$ cat src/design/kpad_pkg.sv
// kpad_pkg: shared widths, request codes, repeat modes and thresholds
// for the keypad edge latch with auto-repeat. No dependencies.
package kpad_pkg;

    localparam int KEY_W        = 7;
    localparam int MAX_KEYS     = 7;
    localparam int DEF_NUM_KEYS = 7;
    localparam int MODE_W       = 3;
    localparam int COUNT_W      = 12;
    localparam int CFG_IDX_W    = 3;

    typedef enum logic [1:0] {
        REQ_SAMPLE    = 2'd0,
        REQ_TICK      = 2'd1,
        REQ_READ_DOWN = 2'd2,
        REQ_READ_UP   = 2'd3
    } req_t;

    localparam logic [MODE_W-1:0] MODE_STOP        = 3'd0;
    localparam logic [MODE_W-1:0] MODE_SLOW        = 3'd1;
    localparam logic [MODE_W-1:0] MODE_MEDIUM_SLOW = 3'd2;
    localparam logic [MODE_W-1:0] MODE_MEDIUM      = 3'd3;
    localparam logic [MODE_W-1:0] MODE_MEDIUM_FAST = 3'd4;
    localparam logic [MODE_W-1:0] MODE_FAST        = 3'd5;

    function automatic logic [COUNT_W-1:0] mode_limit(input logic [MODE_W-1:0] mode);
        logic [COUNT_W-1:0] lim;
        unique case (mode)
            MODE_SLOW:        lim = 12'd4000;
            MODE_MEDIUM_SLOW: lim = 12'd2000;
            MODE_MEDIUM:      lim = 12'd500;
            MODE_MEDIUM_FAST: lim = 12'd250;
            MODE_FAST:        lim = 12'd75;
            default:          lim = 12'd0;
        endcase
        return lim;
    endfunction

endpackage

$ cat src/design/keypad_edge_latch_autorepeat.sv
// keypad_edge_latch_autorepeat: edge latches, held/released masks, per-key repeat counters.
// Depends on kpad_pkg.
//
// channel | signals                                  | dir | handshake
// --------+------------------------------------------+-----+--------------------
// in      | req_type, pin_levels                     | in  | in_valid / in_ready
// out     | key_mask                                 | out | out_valid / out_ready
// cfg     | cfg_index, cfg_data                      | in  | cfg_valid / cfg_ready
//
// One item per cycle while in_ready is high: each request updates the key state and
// repeat counters in the cycle it is accepted; its result is registered.
// A two-entry output buffer (result register plus skid) keeps intake going while
// a result waits; in_ready drops only when both entries are full.
// cfg_ready is always high; writes take effect at the next edge.
// Reset clears all latches, masks, counters and repeat modes.
module keypad_edge_latch_autorepeat
    import kpad_pkg::*;
#(
    parameter int NUM_KEYS = DEF_NUM_KEYS
)(
    input  logic                 clk,
    input  logic                 rst_n,
    input  logic                 in_valid,
    output logic                 in_ready,
    input  logic [1:0]           req_type,
    input  logic [KEY_W-1:0]     pin_levels,
    output logic                 out_valid,
    input  logic                 out_ready,
    output logic [KEY_W-1:0]     key_mask,
    input  logic                 cfg_valid,
    output logic                 cfg_ready,
    input  logic [CFG_IDX_W-1:0] cfg_index,
    input  logic [MODE_W-1:0]    cfg_data
);

    localparam int ACT_KEYS = (NUM_KEYS < MAX_KEYS) ? NUM_KEYS : MAX_KEYS;

    logic [MODE_W-1:0]   mode_reg  [ACT_KEYS];
    logic [COUNT_W-1:0]  count_reg [ACT_KEYS];
    logic [COUNT_W-1:0]  count_next[ACT_KEYS];

    logic [ACT_KEYS-1:0] prev_reg, prev_next;
    logic [ACT_KEYS-1:0] down_reg, down_next;
    logic [ACT_KEYS-1:0] up_reg,   up_next;
    logic [ACT_KEYS-1:0] held_reg, held_next;
    logic [ACT_KEYS-1:0] rel_reg,  rel_next;
    logic [ACT_KEYS-1:0] pressed;
    logic [KEY_W-1:0]    result;

    logic                out_valid_reg, skid_valid_reg;
    logic [KEY_W-1:0]    out_data_reg, skid_data_reg;

    logic accept, out_fire;
    req_t req;

    assign req       = req_t'(req_type);
    assign in_ready  = !skid_valid_reg;
    assign accept    = in_valid && in_ready;
    assign out_fire  = out_valid_reg && out_ready;
    assign out_valid = out_valid_reg;
    assign key_mask  = out_data_reg;
    assign cfg_ready = 1'b1;
    assign pressed   = ~pin_levels[ACT_KEYS-1:0];

    always_comb
    begin
        prev_next = prev_reg;
        down_next = down_reg;
        up_next   = up_reg;
        held_next = held_reg;
        rel_next  = rel_reg;
        result    = '0;
        for (int k = 0; k < ACT_KEYS; k++)
        begin
            count_next[k] = count_reg[k];
        end
        unique case (req)
            REQ_SAMPLE:
            begin
                down_next = down_reg | (pressed & ~prev_reg);
                up_next   = up_reg | (~pressed & prev_reg);
                prev_next = pressed;
                held_next = (held_reg | down_next) & ~up_next;
                rel_next  = rel_reg | up_next;
            end
            REQ_TICK:
            begin
                for (int k = 0; k < ACT_KEYS; k++)
                begin
                    if (mode_reg[k] != MODE_STOP && held_reg[k])
                    begin
                        if (rel_reg[k])
                        begin
                            count_next[k] = '0;
                        end
                        else if (count_reg[k] >= mode_limit(mode_reg[k]))
                        begin
                            down_next[k]  = 1'b1;
                            count_next[k] = '0;
                        end
                        else
                        begin
                            count_next[k] = count_reg[k] + COUNT_W'(1);
                        end
                    end
                end
                rel_next = '0;
            end
            REQ_READ_DOWN:
            begin
                result    = KEY_W'(down_reg);
                down_next = '0;
            end
            REQ_READ_UP:
            begin
                result  = KEY_W'(up_reg);
                up_next = '0;
            end
            default:
            begin
                result = '0;
            end
        endcase
    end

    // key state
    always_ff @(posedge clk or negedge rst_n)
    begin
        if (!rst_n)
        begin
            prev_reg <= '0;
            down_reg <= '0;
            up_reg   <= '0;
            held_reg <= '0;
            rel_reg  <= '0;
            for (int k = 0; k < ACT_KEYS; k++)
            begin
                count_reg[k] <= '0;
            end
        end
        else if (accept)
        begin
            prev_reg <= prev_next;
            down_reg <= down_next;
            up_reg   <= up_next;
            held_reg <= held_next;
            rel_reg  <= rel_next;
            for (int k = 0; k < ACT_KEYS; k++)
            begin
                count_reg[k] <= count_next[k];
            end
        end
    end

    // repeat modes; out-of-range index or mode is dropped
    always_ff @(posedge clk or negedge rst_n)
    begin
        if (!rst_n)
        begin
            for (int k = 0; k < ACT_KEYS; k++)
            begin
                mode_reg[k] <= MODE_STOP;
            end
        end
        else if (cfg_valid && cfg_data <= MODE_FAST)
        begin
            for (int k = 0; k < ACT_KEYS; k++)
            begin
                if (cfg_index == CFG_IDX_W'(k))
                begin
                    mode_reg[k] <= cfg_data;
                end
            end
        end
    end

    // result register plus skid entry
    always_ff @(posedge clk or negedge rst_n)
    begin
        if (!rst_n)
        begin
            out_valid_reg  <= 1'b0;
            skid_valid_reg <= 1'b0;
        end
        else if (skid_valid_reg)
        begin
            if (out_fire)
            begin
                skid_valid_reg <= 1'b0;
            end
        end
        else if (accept)
        begin
            if (!out_valid_reg || out_fire)
            begin
                out_valid_reg <= 1'b1;
            end
            else
            begin
                skid_valid_reg <= 1'b1;
            end
        end
        else if (out_fire)
        begin
            out_valid_reg <= 1'b0;
        end
    end

    always_ff @(posedge clk)
    begin
        if (skid_valid_reg)
        begin
            if (out_fire)
            begin
                out_data_reg <= skid_data_reg;
            end
        end
        else if (accept)
        begin
            if (!out_valid_reg || out_fire)
            begin
                out_data_reg <= result;
            end
            else
            begin
                skid_data_reg <= result;
            end
        end
    end

endmodule

$ cat config.mk
export PLATFORM = sky130hd
export DESIGN_NAME = keypad_edge_latch_autorepeat
export DESIGN_NICKNAME = d
export VERILOG_FILES = /design/src/design/kpad_pkg.sv /design/src/design/keypad_edge_latch_autorepeat.sv
export SDC_FILE = /design/constraint.sdc
export NUM_CORES = 1
export LEC_CHECK = 0
export BUFFER_PORTS_ARGS = -buffer_cell sky130_fd_sc_hd__buf_2
export CORE_MARGIN = 2
export CORE_UTILIZATION = 60
export CTS_CLUSTER_SIZE = 28
export DETAILED_ROUTE_END_ITERATION = 8
export HOLD_SLACK_MARGIN = 0.05
export PLACE_DENSITY = 0.77
export REMOVE_ABC_BUFFERS = 1
export SYNTH_ARGS = -nofsm -noshare
export SYNTH_HDL_FRONTEND = slang
export SYNTH_SLANG_ARGS = --single-unit
$ cat constraint.sdc
create_clock -name clk -period 9.35 [get_ports clk]
set_input_delay 1.87 -clock clk [delete_from_list [all_inputs] [get_ports clk]]
set_output_delay 1.87 -clock clk [all_outputs]
set_load 0.1 [all_outputs]
[After elaboration in Yosys (flattened, before gate mapping)]
Index checks and enable logic that the tools add are counted.
Word-level totals
  bits of input ports: 20
  logic and storage cells: 257
  output and inout port bits: 10
  bits in registers: 156
Operators by class
  magnitude comparators: 8
  reduce and logical (&&, ||, !) cells: 55
  equal/unequal tests: 67
  mux-type cells: 78
  bitwise logic cells: 13
  add/sub/neg operators: 7
Operators by type and width (count)
  two-way mux 12 bit: 35
  one-hot mux 12 bit (5 select lines): 7
  adder 12 x 1 -> 12 bit (second input constant): 7
  greater-or-equal comparator 12 bit: 7
  == test 3 bit (second input constant): 17
  == test 3 x 2 -> 1 bit (second input constant): 16
  inequality test 2 bit (second input constant): 21
  one-hot mux 7 bit (2 select lines): 3
  AND reduction 5 bit: 7
  AND reduction 3 bit: 10
  two-way mux 1 bit: 28
  two-way mux 7 bit: 4
  NOT 7 bit: 4
  bitwise OR 7 bit: 4
  == test 3 x 1 -> 1 bit (second input constant): 8
  nonzero test 3 bit: 8
  AND 7 bit: 3
  one-hot mux 7 bit (3 select lines): 1
  AND reduction 2 bit: 10
  logical AND 1 bit: 10
  nonzero test 2 bit: 5
  == test 2 bit (second input constant): 2
  inequality test 2 x 1 -> 1 bit (second input constant): 2
  <= comparator 3 bit (second input constant): 1
  6 further kinds: 8

[Longest topological paths before layout]
Gate-level depths: netlist (run 1).
  depth after elaboration: 10
  mapped depth: 14
  gate-level depth less buffers: 13

[Least setup slack after synthesis (run 1)]
OpenSTA, ideal clock, no wires.
  kind: input port to flip-flop
  from: input port req_type[1]
  to: register count_reg[58] (netlist bit)
  path slack: 5854 ps
  required time: 9221 ps
  path buffers: 2
  arrival: 3367 ps
  setup time: 129 ps
  stages: 10
  cell sequence: inv_1 -> ha_1 -> nand3b_1 -> buf_2 -> or2_1 -> buf_6 -> or3_4 -> nor2_2 -> xnor2_1 -> nor2_2
On the way
  longest elaborated chain between the ends: 2
RTL lines
  from (decl): RTL line keypad_edge_latch_autorepeat.sv:25  | input logic [1:0] req_type,
  == test 2 x 1 -> 1 bit: RTL line keypad_edge_latch_autorepeat.sv:77  | unique case (req)
  AND reduction 3 bit (no line)
  to (signal, indexed assignment): RTL line keypad_edge_latch_autorepeat.sv:150  | count_reg[k] <= count_next[k];
  to (decl): RTL line keypad_edge_latch_autorepeat.sv:39  | logic [COUNT_W-1:0] count_reg [ACT_KEYS];
No other way between the ends.
A chain may end at the register's enable or synchronous reset.

[Final worst setup path (run 1)]
  from: input port req_type[1]
  to: register count_reg[68] (netlist bit)
The elaborated chain is that of the path after synthesis.

==> results of run 1 <==
==> synth_stat cells, types with 4 or more instances <==
master / number
sky130_fd_sc_hd__o21ai_0: 72
sky130_fd_sc_hd__nand3b_1: 12
sky130_fd_sc_hd__mux2_2: 19
sky130_fd_sc_hd__clkbuf_1: 19
sky130_fd_sc_hd__a21o_1: 11
sky130_fd_sc_hd__a22o_1: 7
sky130_fd_sc_hd__edfxtp_1: 14
sky130_fd_sc_hd__nand4_1: 26
sky130_fd_sc_hd__nand2b_1: 11
sky130_fd_sc_hd__ha_1: 109
sky130_fd_sc_hd__nor3_1: 28
sky130_fd_sc_hd__o41ai_1: 5
sky130_fd_sc_hd__and2_1: 12
sky130_fd_sc_hd__nor2_1: 157
sky130_fd_sc_hd__o31ai_1: 8
sky130_fd_sc_hd__nand2_1: 111
sky130_fd_sc_hd__nor4_1: 6
sky130_fd_sc_hd__o21a_1: 11
sky130_fd_sc_hd__inv_1: 67
sky130_fd_sc_hd__a221oi_1: 9
sky130_fd_sc_hd__or2_2: 4
sky130_fd_sc_hd__a31oi_1: 12
sky130_fd_sc_hd__nor2b_1: 16
sky130_fd_sc_hd__and4_1: 4
sky130_fd_sc_hd__dfrtp_1: 142
sky130_fd_sc_hd__a211oi_1: 4
sky130_fd_sc_hd__xor2_1: 33
sky130_fd_sc_hd__nand3_1: 31
sky130_fd_sc_hd__a21oi_1: 68
sky130_fd_sc_hd__or3_1: 15
sky130_fd_sc_hd__xnor2_1: 18
sky130_fd_sc_hd__and3_1: 15
sky130_fd_sc_hd__o2bb2ai_1: 5
==> layer usage <==
layer	part of all wire, %	track usage (%)
met1	47	34.58
met2	47	40.61
met3	4.6	5.023
met5	0.061	0
met4	1.5	7.447
==> path summary, 6_finish.rpt <==
kind                                              start                        end  slack, ns  cells past startpoint
max in group asynchronous                         rst_n  count_reg[49]$_DFFE_PN0P_       6.60                      2
worst max register to register  mode_reg[7]$_DFFE_PN0P_  count_reg[29]$_DFFE_PN0P_       5.85                     12
worst min-delay path             rel_reg[6]$_DFFE_PN0P_     rel_reg[6]$_DFFE_PN0P_       0.51                      2
worst min register to register   rel_reg[6]$_DFFE_PN0P_     rel_reg[6]$_DFFE_PN0P_       0.51                      2
min in group asynchronous                         rst_n   count_reg[7]$_DFFE_PN0P_       1.51                      1
worst max-delay path                        req_type[1]  count_reg[68]$_DFFE_PN0P_       5.22                      9
==> worst reg2reg max path: cells and delay by family (launching register included) <==
kind                     cells  cell delay (ns)
AO/OA/AOI/OAI                5             0.89
flip-flops                   1             0.44
AND/OR/NAND/NOR              4             1.28
adder cells (fa/ha/maj)      2             0.70
buffers and inverters        1             0.10
==> power by group through the flow <==
stage | sequential [µW] | combinational [µW] | clock, µW
6_report | 1020 | 947 | 681
5_1_grt | 1040 | 1070 | 717
4_1_cts | 1010 | 948 | 691
3_5_place_dp | 1020 | 936 | 0
3_3_place_gp | 1020 | 909 | 0
2_1_floorplan | 1090 | 635 | 0
==> metrics by stage <==
step | area (µm²) | utilization (%) | instances
after global placement | 10400 | 62.94 | 1358
after detailed placement | 10400 | 62.94 | 1358
final | 10990 | 66.48 | 1391
after global routing | 10980 | 66.46 | 1390
after CTS | 10980 | 66.45 | 1389
after floorplan | 9962 | - | 1108
==> kinds of logic after synthesis <==
kind of cell / count (synthesis)
other: 1
xor gates and xnor gates: 51
DFF: 156
muxes: 19
AOI/OAI and AO/OA: 232
and+or+nand+nor: 471
buffers and inverters: 95
adders and majority gates: 109
==> cell type report <==
cell class / count / area [µm²]
Clock buffer: 24 / 491.7
Multi-Input combinational cell: 883 / 5732
Inverter: 69 / 259.0
Antenna cell: 2 / 5.005
Tap cell: 220 / 275.3
Timing Repair Buffer: 30 / 161.4
Clock inverter: 7 / 87.58
Fill cell: 1369 / 5539
Sequential cell: 156 / 3974
==> impl_metrics.env, run 1 <==
export IMPL_layout_cells_most_common_list="sky130_fd_sc_hd__nor2_1 (156), sky130_fd_sc_hd__dfrtp_1 (142), sky130_fd_sc_hd__nand2_1 (111)"
export IMPL_totalPowerFinal_uw=2648
export IMPL_synthesis_area_mm2=0.01008
export IMPL_finalHoldViolCount=0
export IMPL_clock_path_buffers=2
export IMPL_max_freq_ghz=0.2422
export IMPL_crit_required_ns=9.66
export IMPL_path_class="in -> reg"
export IMPL_ys_warn_count=0
export IMPL_number_of_setup_buffers_added_after_cts=0
export IMPL_synth_mux_area_fraction_pct=2.123
export IMPL_die_area_mm2=0.01785
export IMPL_post_synth_and_or_nand_nor_area_fraction_pct=22.62
export IMPL_synth_edff_count=14
export IMPL_globalRouteTotalUtil_pct=25.15
export IMPL_worstHoldPathType="reg -> reg"
export IMPL_yosys_register_bits=156
export IMPL_cts_made_buffers=17
export IMPL_clockPowerShare_pct=25.7
export IMPL_maximum_number_of_pins_on_one_net_before_global_route_repair=85
export IMPL_crit_path_max_fanout=13
export IMPL_antenna_found_initial=3
export IMPL_worst_ep_arrival_time_ns=4.43
export IMPL_critPathSlowestCell="sky130_fd_sc_hd__or4_4"
export IMPL_fin_crit_ns=4.129
export IMPL_area_fraction_in_compound_gates_after_synthesis_pct=14.10
export IMPL_critPathCaptureType="flop"
export IMPL_synth_async_sr_flop_share_pct=91.03
export IMPL_ios=30
export IMPL_hpwlAfterDp_um=15410
export IMPL_postCtsHoldBufs=0
export IMPL_cp_top_family="simple AND/OR/NAND/NOR gates"
export IMPL_synth_xor_area_share_pct=4.432
export IMPL_power_switching_uw=1040
export IMPL_via_per_inst=5.811
export IMPL_num_vias=8083
export IMPL_initial_cell_density_of_the_core_pct=60.99
export IMPL_drc=0
export IMPL_rsz_0062_raised_after_global_routing="no"
export IMPL_max_vdd_ir_drop_mv=0.2490
export IMPL_yosys_most_used_dff="sky130_fd_sc_hd__dfrtp_1"
export IMPL_wirelength_um=21400
export IMPL_yosys_area_top_type="sky130_fd_sc_hd__dfrtp_1"
export IMPL_globalRoute_totalOverflow=0
export IMPL_post_cts_resized_instances=0
export IMPL_proportion_of_total_power_due_to_net_switching_pct=39.28
export IMPL_share_comb_of_total_power_pct=35.8
export IMPL_cts_tree="built"
export IMPL_postRouteAntennaNets=0
export IMPL_layout_drive_gt1_share_pct=8.383
export IMPL_most_repeated_library_cell_on_the_critical_path="sky130_fd_sc_hd__nor2_1"
export IMPL_synthToLayoutAreaGrowth_pct=9.000
export IMPL_mostFrequentLayoutCell="sky130_fd_sc_hd__nor2_1"
export IMPL_number_of_flip_flops_under_the_largest_register_name=84
export IMPL_seq_power_share_pct=38.5
export IMPL_setup_violations_final=0
export IMPL_number_of_h_tree_branching_levels=4
export IMPL_cp_buffers_inverters=2
export IMPL_path_clk_slew_ns=0.06
export IMPL_synth_seq_area_share_pct=39.43
export IMPL_clkSinkCount=156
export IMPL_worst_clock_skew_ns=0.008410
export IMPL_power_per_cell_area_mw_per_mm2=241.1
export IMPL_yosys_area_share_adder_pct=13.53
export IMPL_gp_congestion=0.8730
export IMPL_placement_io_buffers=28
export IMPL_insertion_delay_ns=0.43
export IMPL_worstSetupStartpointType="input port"
export IMPL_post_synth_inst_count=1134
export IMPL_leakage_uw=0.005004
export IMPL_max_cap_violations=0
export IMPL_dr_pass1_iters=5
export IMPL_period_share_pct=44.16
export IMPL_cell_chain_of_the_critical_path="buf_2 > inv_1 > ha_1 > nand3b_1 > or2_0 > or4_4 > nor2_1 > xnor2_1 > nor2_1"
export IMPL_drt_iter0_markers=487
export IMPL_die_height_um=133.6
export IMPL_dominant_combinational_cell_family_by_area_after_synthesis="simple AND/OR/NAND/NOR gates"
export IMPL_clockRootBuffer="sky130_fd_sc_hd__clkbuf_16"
export IMPL_synthTopCellsByArea="sky130_fd_sc_hd__dfrtp_1 (35%), sky130_fd_sc_hd__ha_1 (14%), sky130_fd_sc_hd__nor2_1 (5.8%)"
export IMPL_final_max_slew_viol_count=0
export IMPL_grt_pass1_wl_um=36290
export IMPL_num_rows=47
export IMPL_core_mm2=0.01652
export IMPL_smallest_hold_slack_ns=0.5126
export IMPL_netlist_area_leader_share_pct=35.26
export IMPL_place_ws_ns=4.772
export IMPL_drt_wirelength_per_cell_um=15.39
export IMPL_transition_time_at_the_pin_with_the_least_slew_margin_ns=0.7781
export IMPL_run_status="complete, no violations"
export IMPL_first_global_vias=7570
export IMPL_cellInternalPower_uw=1608
export IMPL_finalNetCount=1286
export IMPL_timing_final_ws_setup_ns=5.221
export IMPL_worst_path_largest_cell_delay_ns=0.54
export IMPL_totalNegativeSetupSlack_ns=0
export IMPL_netlist_cell_type_count=66
export IMPL_syn_avg_cell_area_um2=8.887
export IMPL_dieWidth_um=133.6
export IMPL_timing_max_slew_rel_slack_pct=48.13
No activity file was read; power rests on OpenSTA's default activity.
==> inputs of run 2 (changes only) <==
==> constraint.sdc (replaced) <==
create_clock -name clk -period 4.15 [get_ports clk]
set_input_delay 0.83 -clock clk [delete_from_list [all_inputs] [get_ports clk]]
set_output_delay 0.83 -clock clk [all_outputs]
set_load 0.1 [all_outputs]
==> run 2 against run 1 <==
- non-clock buffer count increased by 3
- die area is the same
- clock-buffer cell count fell by 1
- flip-flop and latch count unchanged
- hold slack got worse by 0.016 ns
- first-iteration DRC count is 9.4% higher
- routed wire length up 0.64%
- utilization increased by 0.90 points
- largest power group unchanged
- critical path type is now reg -> reg
- final cell count increased by 0.14%
- via count rose by 1.2%
- setup slack got worse by 4.6 ns
- sequential power rose by 120%
==> impl_metrics.env, run 2 (synthesized netlist as in run 1, its figures left out) <==
export IMPL_cellInternalPower_uw=3915
export IMPL_hpwlAfterDp_um=15620
export IMPL_max_freq_ghz=0.2861
export IMPL_number_of_flip_flops_under_the_largest_register_name=84
export IMPL_die_height_um=133.6
export IMPL_fin_crit_ns=3.495
export IMPL_wl_met1_um=10060
export IMPL_placement_io_buffers=28
export IMPL_final_instance_count_excl_fill=1393
export IMPL_worstHoldPathType="in -> async"
export IMPL_insertion_delay_ns=0.43
export IMPL_crit_start="mode_reg[7]$_DFFE_PN0P_"
export IMPL_power_switching_uw=2365
export IMPL_layout_cells_most_common_list="sky130_fd_sc_hd__nor2_1 (156), sky130_fd_sc_hd__dfrtp_1 (142), sky130_fd_sc_hd__nand2_1 (111)"
export IMPL_rsz_0062_raised_after_global_routing="no"
export IMPL_clockRootBuffer="sky130_fd_sc_hd__clkbuf_16"
export IMPL_timing_max_slew_rel_slack_pct=39.69
export IMPL_setup_violations_final=0
export IMPL_clock_path_buffers=2
export IMPL_drc=0
export IMPL_routed_wl_met3_um=881
export IMPL_seq_power_share_pct=36.4
export IMPL_proportion_of_total_power_due_to_net_switching_pct=37.66
export IMPL_maxUsedRoutingLayer="met4"
export IMPL_number_of_setup_buffers_added_after_cts=0
export IMPL_max_cap_violations=0
export IMPL_initial_cell_density_of_the_core_pct=60.99
export IMPL_cell_chain_of_the_critical_path="inv_1 > ha_1 > or3_1 > a21oi_1 > nor2_1 > ha_1 > a21oi_2 > o21ai_1 > a221o_1 > or3_4 > or4_1 > o21ai_1"
export IMPL_path_class="reg -> reg"
export IMPL_cts_tree="built"
export IMPL_globalRouteTotalUtil_pct=25.85
export IMPL_finalNetCount=1289
export IMPL_number_of_h_tree_branching_levels=4
export IMPL_postCtsHoldBufs=0
export IMPL_run_status="complete, no violations"
export IMPL_path_clk_slew_ns=0.06
export IMPL_maximum_number_of_pins_on_one_net_before_global_route_repair=99
export IMPL_num_vias=8183
export IMPL_critPathCaptureType="flop"
export IMPL_worst_clock_skew_ns=0.005765
export IMPL_mostFrequentLayoutCell="sky130_fd_sc_hd__nor2_1"
export IMPL_num_rows=47
export IMPL_drt_wirelength_per_cell_um=15.46
export IMPL_max_vdd_ir_drop_mv=0.3921
export IMPL_ios=30
export IMPL_synthToLayoutAreaGrowth_pct=10.48
export IMPL_postRouteAntennaNets=0
export IMPL_crit_path_max_fanout=7
export IMPL_period_share_pct=84.22
export IMPL_first_global_vias=7981
export IMPL_finish_instance_area_mm2=0.01113
export IMPL_drt_iter0_markers=533
export IMPL_antenna_found_initial=0
export IMPL_worstSetupStartpointType="flop"
export IMPL_dieWidth_um=133.6
export IMPL_met2_length_um=10270
export IMPL_die_area_mm2=0.01785
export IMPL_worst_ep_arrival_time_ns=3.85
export IMPL_layout_drive_gt1_share_pct=8.866
export IMPL_transition_time_at_the_pin_with_the_least_slew_margin_ns=0.9046
export IMPL_share_comb_of_total_power_pct=34.1
export IMPL_post_place_cells=1361
export IMPL_dr_pass1_iters=7
export IMPL_gp_congestion=0.8664
export IMPL_diodes=0
export IMPL_power_per_cell_area_mw_per_mm2=564.1
export IMPL_timing_rr_start="mode_reg[7]$_DFFE_PN0P_"
export IMPL_finalHoldViolCount=0
export IMPL_critPathSlowestCell="sky130_fd_sc_hd__or4_1"
export IMPL_place_area_mm2=0.01042
export IMPL_core_mm2=0.01652
export IMPL_crit_required_ns=4.50
export IMPL_totalPowerFinal_uw=6280
export IMPL_final_max_slew_viol_count=0
export IMPL_post_cts_resized_instances=0
export IMPL_leakage_uw=0.005079
export IMPL_cts_made_buffers=17
export IMPL_clkSinkCount=156
export IMPL_wirelength_um=21540
export IMPL_worst_path_largest_cell_delay_ns=0.48
export IMPL_totalNegativeSetupSlack_ns=0
export IMPL_grt_pass1_wl_um=37590
export IMPL_via_per_inst=5.874
export IMPL_globalRoute_totalOverflow=0
export IMPL_clockPowerShare_pct=29.5
[run 2: cell types whose count changed in the layout (fill, tap and decap cells not counted), sizes merged]
cell / before / now
bufinv: 2 / 6
buf: 30 / 33
clkinv: 4 / 1
diode: 2 / 0
clkbuf: 24 / 23
inv: 69 / 70
[run 2: metal layers]
| metal | global-route usage, % | vias to the layer above |
|---|---|---|
| met5 | 0 | - |
| met4 | 8.806 | 0 |
| met3 | 4.148 | 26 |
| met2 | 43.36 | 161 |
| met1 | 34.31 | 3933 |
| li1 | - | 4063 |
[run 2: layout make-up]
class / count / area [µm²]
fill: 1334 / 5390
multi-input combinational: 883 / 5732
clock inverter: 9 / 201.4
inverter: 69 / 259.0
tap: 220 / 275.3
sequential: 156 / 3974
clock buffer: 23 / 509.2
timing repair buffer: 33 / 183.9
[run 2: final timing paths]
kind	end	slack, ns	cells after the start
worst max-delay path	count_reg[29]$_DFFE_PN0P_	0.66	12
worst min register to register	rel_reg[6]$_DFFE_PN0P_	0.52	2
min in group clk	rel_reg[6]$_DFFE_PN0P_	0.52	2
max in group asynchronous	count_reg[83]$_DFFE_PN0P_	2.79	2
worst min-delay path	count_reg[11]$_DFFE_PN0P_	0.50	1
worst max register to register	count_reg[29]$_DFFE_PN0P_	0.66	12
[run 2: worst max-delay path, delay by kind of cell (launching register included)]
kind	cells	cell delay, ns
simple gates	4	1.31
flops	1	0.43
compound gates	5	0.91
fa+ha+maj	2	0.68
buf+inv	1	0.09
[run 2: metrics by stage]
step	utilization, %	hold WS [ns]	worst slack, ns
2_1_floorplan	-	0.4705	0.9408
3_3_place_gp	63.08	0.5019	0.8082
3_5_place_dp	63.08	0.5043	0.6706
4_1_cts	67.38	0.5197	0.6613
5_1_grt	67.38	0.5485	0.3302
6_report	67.38	0.4968	0.6551
[run 2: power groups by stage]
| stage | clock network, µW | logic, µW | registers (µW) |
|---|---|---|---|
| 2_1_floorplan | 0 | 1430 | 2450 |
| 3_3_place_gp | 0 | 2050 | 2290 |
| 3_5_place_dp | 0 | 2120 | 2300 |
| 4_1_cts | 1870 | 2140 | 2280 |
| 5_1_grt | 1940 | 2440 | 2340 |
| 6_report | 1850 | 2140 | 2280 |
==> inputs of run 3 (changes only) <==
--- a/config.mk
+++ b/config.mk
@@ -7,7 +7,7 @@
 export LEC_CHECK = 0
 export BUFFER_PORTS_ARGS = -buffer_cell sky130_fd_sc_hd__buf_2
 export CORE_MARGIN = 2
-export CORE_UTILIZATION = 60
+export CORE_UTILIZATION = 57
 export CTS_CLUSTER_SIZE = 28
 export DETAILED_ROUTE_END_ITERATION = 8
 export HOLD_SLACK_MARGIN = 0.05
==> constraint.sdc (replaced) <==
create_clock -name clk -period 3.1 [get_ports clk]
set_input_delay 0.62 -clock clk [delete_from_list [all_inputs] [get_ports clk]]
set_output_delay 0.62 -clock clk [all_outputs]
set_load 0.1 [all_outputs]
==> run 3 against run 2 <==
- non-clock buffer count grew 30
- critical path depth shrank 2
- die area is 5.1% higher
- setup slack worse by 0.65 ns
- total power rose by 32%
- first-iteration DRC count rose by 1.1%
- clock skew about the same
- routed wire length grew 2.4%
- hold slack got worse by 0.29 ns
- combinational power up 49%
- maximum frequency grew 13%
- largest power group is now combinational cells
- highest routed layer is now met5
==> impl_metrics.env, run 3 (synthesized netlist as in run 1, its figures left out) <==
export IMPL_wirelength_um=22070
export IMPL_num_vias=8292
export IMPL_die_height_um=137.0
export IMPL_final_max_slew_viol_count=0
export IMPL_dr_pass1_iters=7
export IMPL_path_class="reg -> reg"
export IMPL_rsz_0062_raised_after_global_routing="yes"
export IMPL_num_rows=48
export IMPL_layout_drive_gt1_share_pct=13.14
export IMPL_place_area_mm2=0.01064
export IMPL_initial_cell_density_of_the_core_pct=58.27
export IMPL_leakage_uw=0.005209
export IMPL_number_of_h_tree_branching_levels=4
export IMPL_dieWidth_um=137.0
export IMPL_ios=30
export IMPL_clock_path_buffers=2
export IMPL_totalNegativeSetupSlack_ns=0
export IMPL_power_per_cell_area_mw_per_mm2=725.9
export IMPL_clkSinkCount=156
export IMPL_drc=0
export IMPL_gp_congestion=0.8730
export IMPL_drt_wirelength_per_cell_um=15.43
export IMPL_cts_made_buffers=17
export IMPL_run_status="complete, no violations"
export IMPL_worst_clock_skew_ns=0.005443
export IMPL_cts_tree="built"
export IMPL_layout_cells_most_common_list="sky130_fd_sc_hd__nor2_1 (155), sky130_fd_sc_hd__dfrtp_1 (142), sky130_fd_sc_hd__nand2_1 (110)"
export IMPL_worstHoldPathType="in -> async"
export IMPL_postRouteAntennaNets=0
export IMPL_number_of_flip_flops_under_the_largest_register_name=84
export IMPL_crit_required_ns=3.46
export IMPL_synthToLayoutAreaGrowth_pct=13.31
export IMPL_setup_violations_final=0
export IMPL_first_global_vias=7936
export IMPL_transition_time_at_the_pin_with_the_least_slew_margin_ns=0.8192
export IMPL_die_area_mm2=0.01876
export IMPL_grt_pass1_wl_um=37010
export IMPL_antenna_found_initial=4
export IMPL_finish_instance_area_mm2=0.01142
export IMPL_core_mm2=0.01730
export IMPL_max_freq_ghz=0.3231
export IMPL_placement_io_buffers=28
export IMPL_period_share_pct=99.84
export IMPL_worst_ep_arrival_time_ns=3.45
export IMPL_via_per_inst=5.799
export IMPL_max_cap_violations=0
export IMPL_clockRootBuffer="sky130_fd_sc_hd__clkbuf_16"
export IMPL_finalHoldViolCount=0
export IMPL_worstSetupStartpointType="flop"
export IMPL_drt_iter0_markers=539
export IMPL_mostFrequentLayoutCell="sky130_fd_sc_hd__nor2_1"
export IMPL_globalRouteTotalUtil_pct=24.75
export IMPL_crit_path_max_fanout=5
export IMPL_globalRoute_totalOverflow=0
export IMPL_maximum_number_of_pins_on_one_net_before_global_route_repair=73
export IMPL_finalNetCount=1319
export IMPL_max_vdd_ir_drop_mv=0.8412
export IMPL_hpwlAfterDp_um=15770
export IMPL_path_clk_slew_ns=0.06
export IMPL_count_of_filler_cells_inserted_in_the_layout=1377
export IMPL_postCtsHoldBufs=0
export IMPL_post_place_cells=1389
export IMPL_insertion_delay_ns=0.43
export IMPL_timing_max_slew_rel_slack_pct=45.27
export IMPL_final_instance_count_excl_fill=1430
export IMPL_reg2reg_slack_ns=0.005
export IMPL_fin_crit_ns=3.095
export IMPL_critPathCaptureType="flop"
==> run 3: cell count changes in the layout (fill, tap and decap cells not counted), moves of 4 or more <==
cell / before / now
sky130_fd_sc_hd__buf_4: 5 / 31
sky130_fd_sc_hd__clkbuf_8: 4 / 8
sky130_fd_sc_hd__inv_1: 67 / 63
sky130_fd_sc_hd__bufinv_16: 6 / 1
==> run 3: timing repair <==
action	4_1_cts	5_1_grt
pin swaps	3	5
resized for setup	2	30
buffers inserted	1	6
setup endpoints to repair	7	48
==> run 3: stage by stage <==
stage	hold WS, ns	setup slack, ns	power (µW)	util, %
floorplan	0.3244	-0.1092	5199	-
global placement	0.4979	-0.02028	5897	61.52
detailed placement	0.4965	-0.08129	6025	61.52
CTS	0.2382	0.01700	8156	65.04
global route	0.2744	-0.08574	8867	65.99
finish	0.2021	0.004834	8290	66.02
==> run 3: area by class of cell <==
class                           instances  area [µm²]  area share, %
Timing Repair Buffer                   63       450.4          3.944
Inverter                               69       262.8          2.301
Antenna cell                            3       7.507        0.06574
Clock inverter                          5       53.80         0.4711
Sequential cell                       156        3974          34.80
Tap cell                              225       281.5          2.465
Multi-Input combinational cell        883        5851          51.23
Clock buffer                           26       539.3          4.722
==> run 3: report_power, final <==
group	switching, µW	internal, µW	total (µW)
clock	790	1270	2060
sequential	510	2540	3050
combinational	1920	1270	3180
total	3220	5070	8290
==> run 3: final timing paths <==
path | start | endpoint | depth (start not counted)
worst max register to register | mode_reg[7]$_DFFE_PN0P_ | count_reg[29]$_DFFE_PN0P_ | 10
max in group asynchronous | rst_n | count_reg[17]$_DFFE_PN0P_ | 2
worst max-delay path | mode_reg[7]$_DFFE_PN0P_ | count_reg[29]$_DFFE_PN0P_ | 10
worst min-delay path | rst_n | count_reg[26]$_DFFE_PN0P_ | 1
worst min register to register | rel_reg[6]$_DFFE_PN0P_ | rel_reg[6]$_DFFE_PN0P_ | 2
min in group clk | out_ready | skid_valid_reg$_DFF_PN0_ | 2
==> run 3: worst max-delay path, cell delays in order (launching register included) <==
cell and delay, ns:
sky130_fd_sc_hd__dfrtp_1 0.39, sky130_fd_sc_hd__buf_4 0.15, sky130_fd_sc_hd__buf_4 0.15, sky130_fd_sc_hd__nor2b_1 0.24
sky130_fd_sc_hd__o21ai_0 0.22, sky130_fd_sc_hd__ha_1 0.36, sky130_fd_sc_hd__and4_1 0.25, sky130_fd_sc_hd__a221o_1 0.37
sky130_fd_sc_hd__or3_4 0.35, sky130_fd_sc_hd__or4_1 0.47, sky130_fd_sc_hd__o21ai_1 0.08
==> run 3: routing by layer <==
layer | up-vias | GRT usage [%] | wire length, µm
met2 | 186 | 40.05 | 10370
met5 | - | 0 | 11
met3 | 37 | 4.556 | 904
met4 | 2 | 9.794 | 488
li1 | 4128 | - | -
met1 | 3939 | 32.90 | 10290
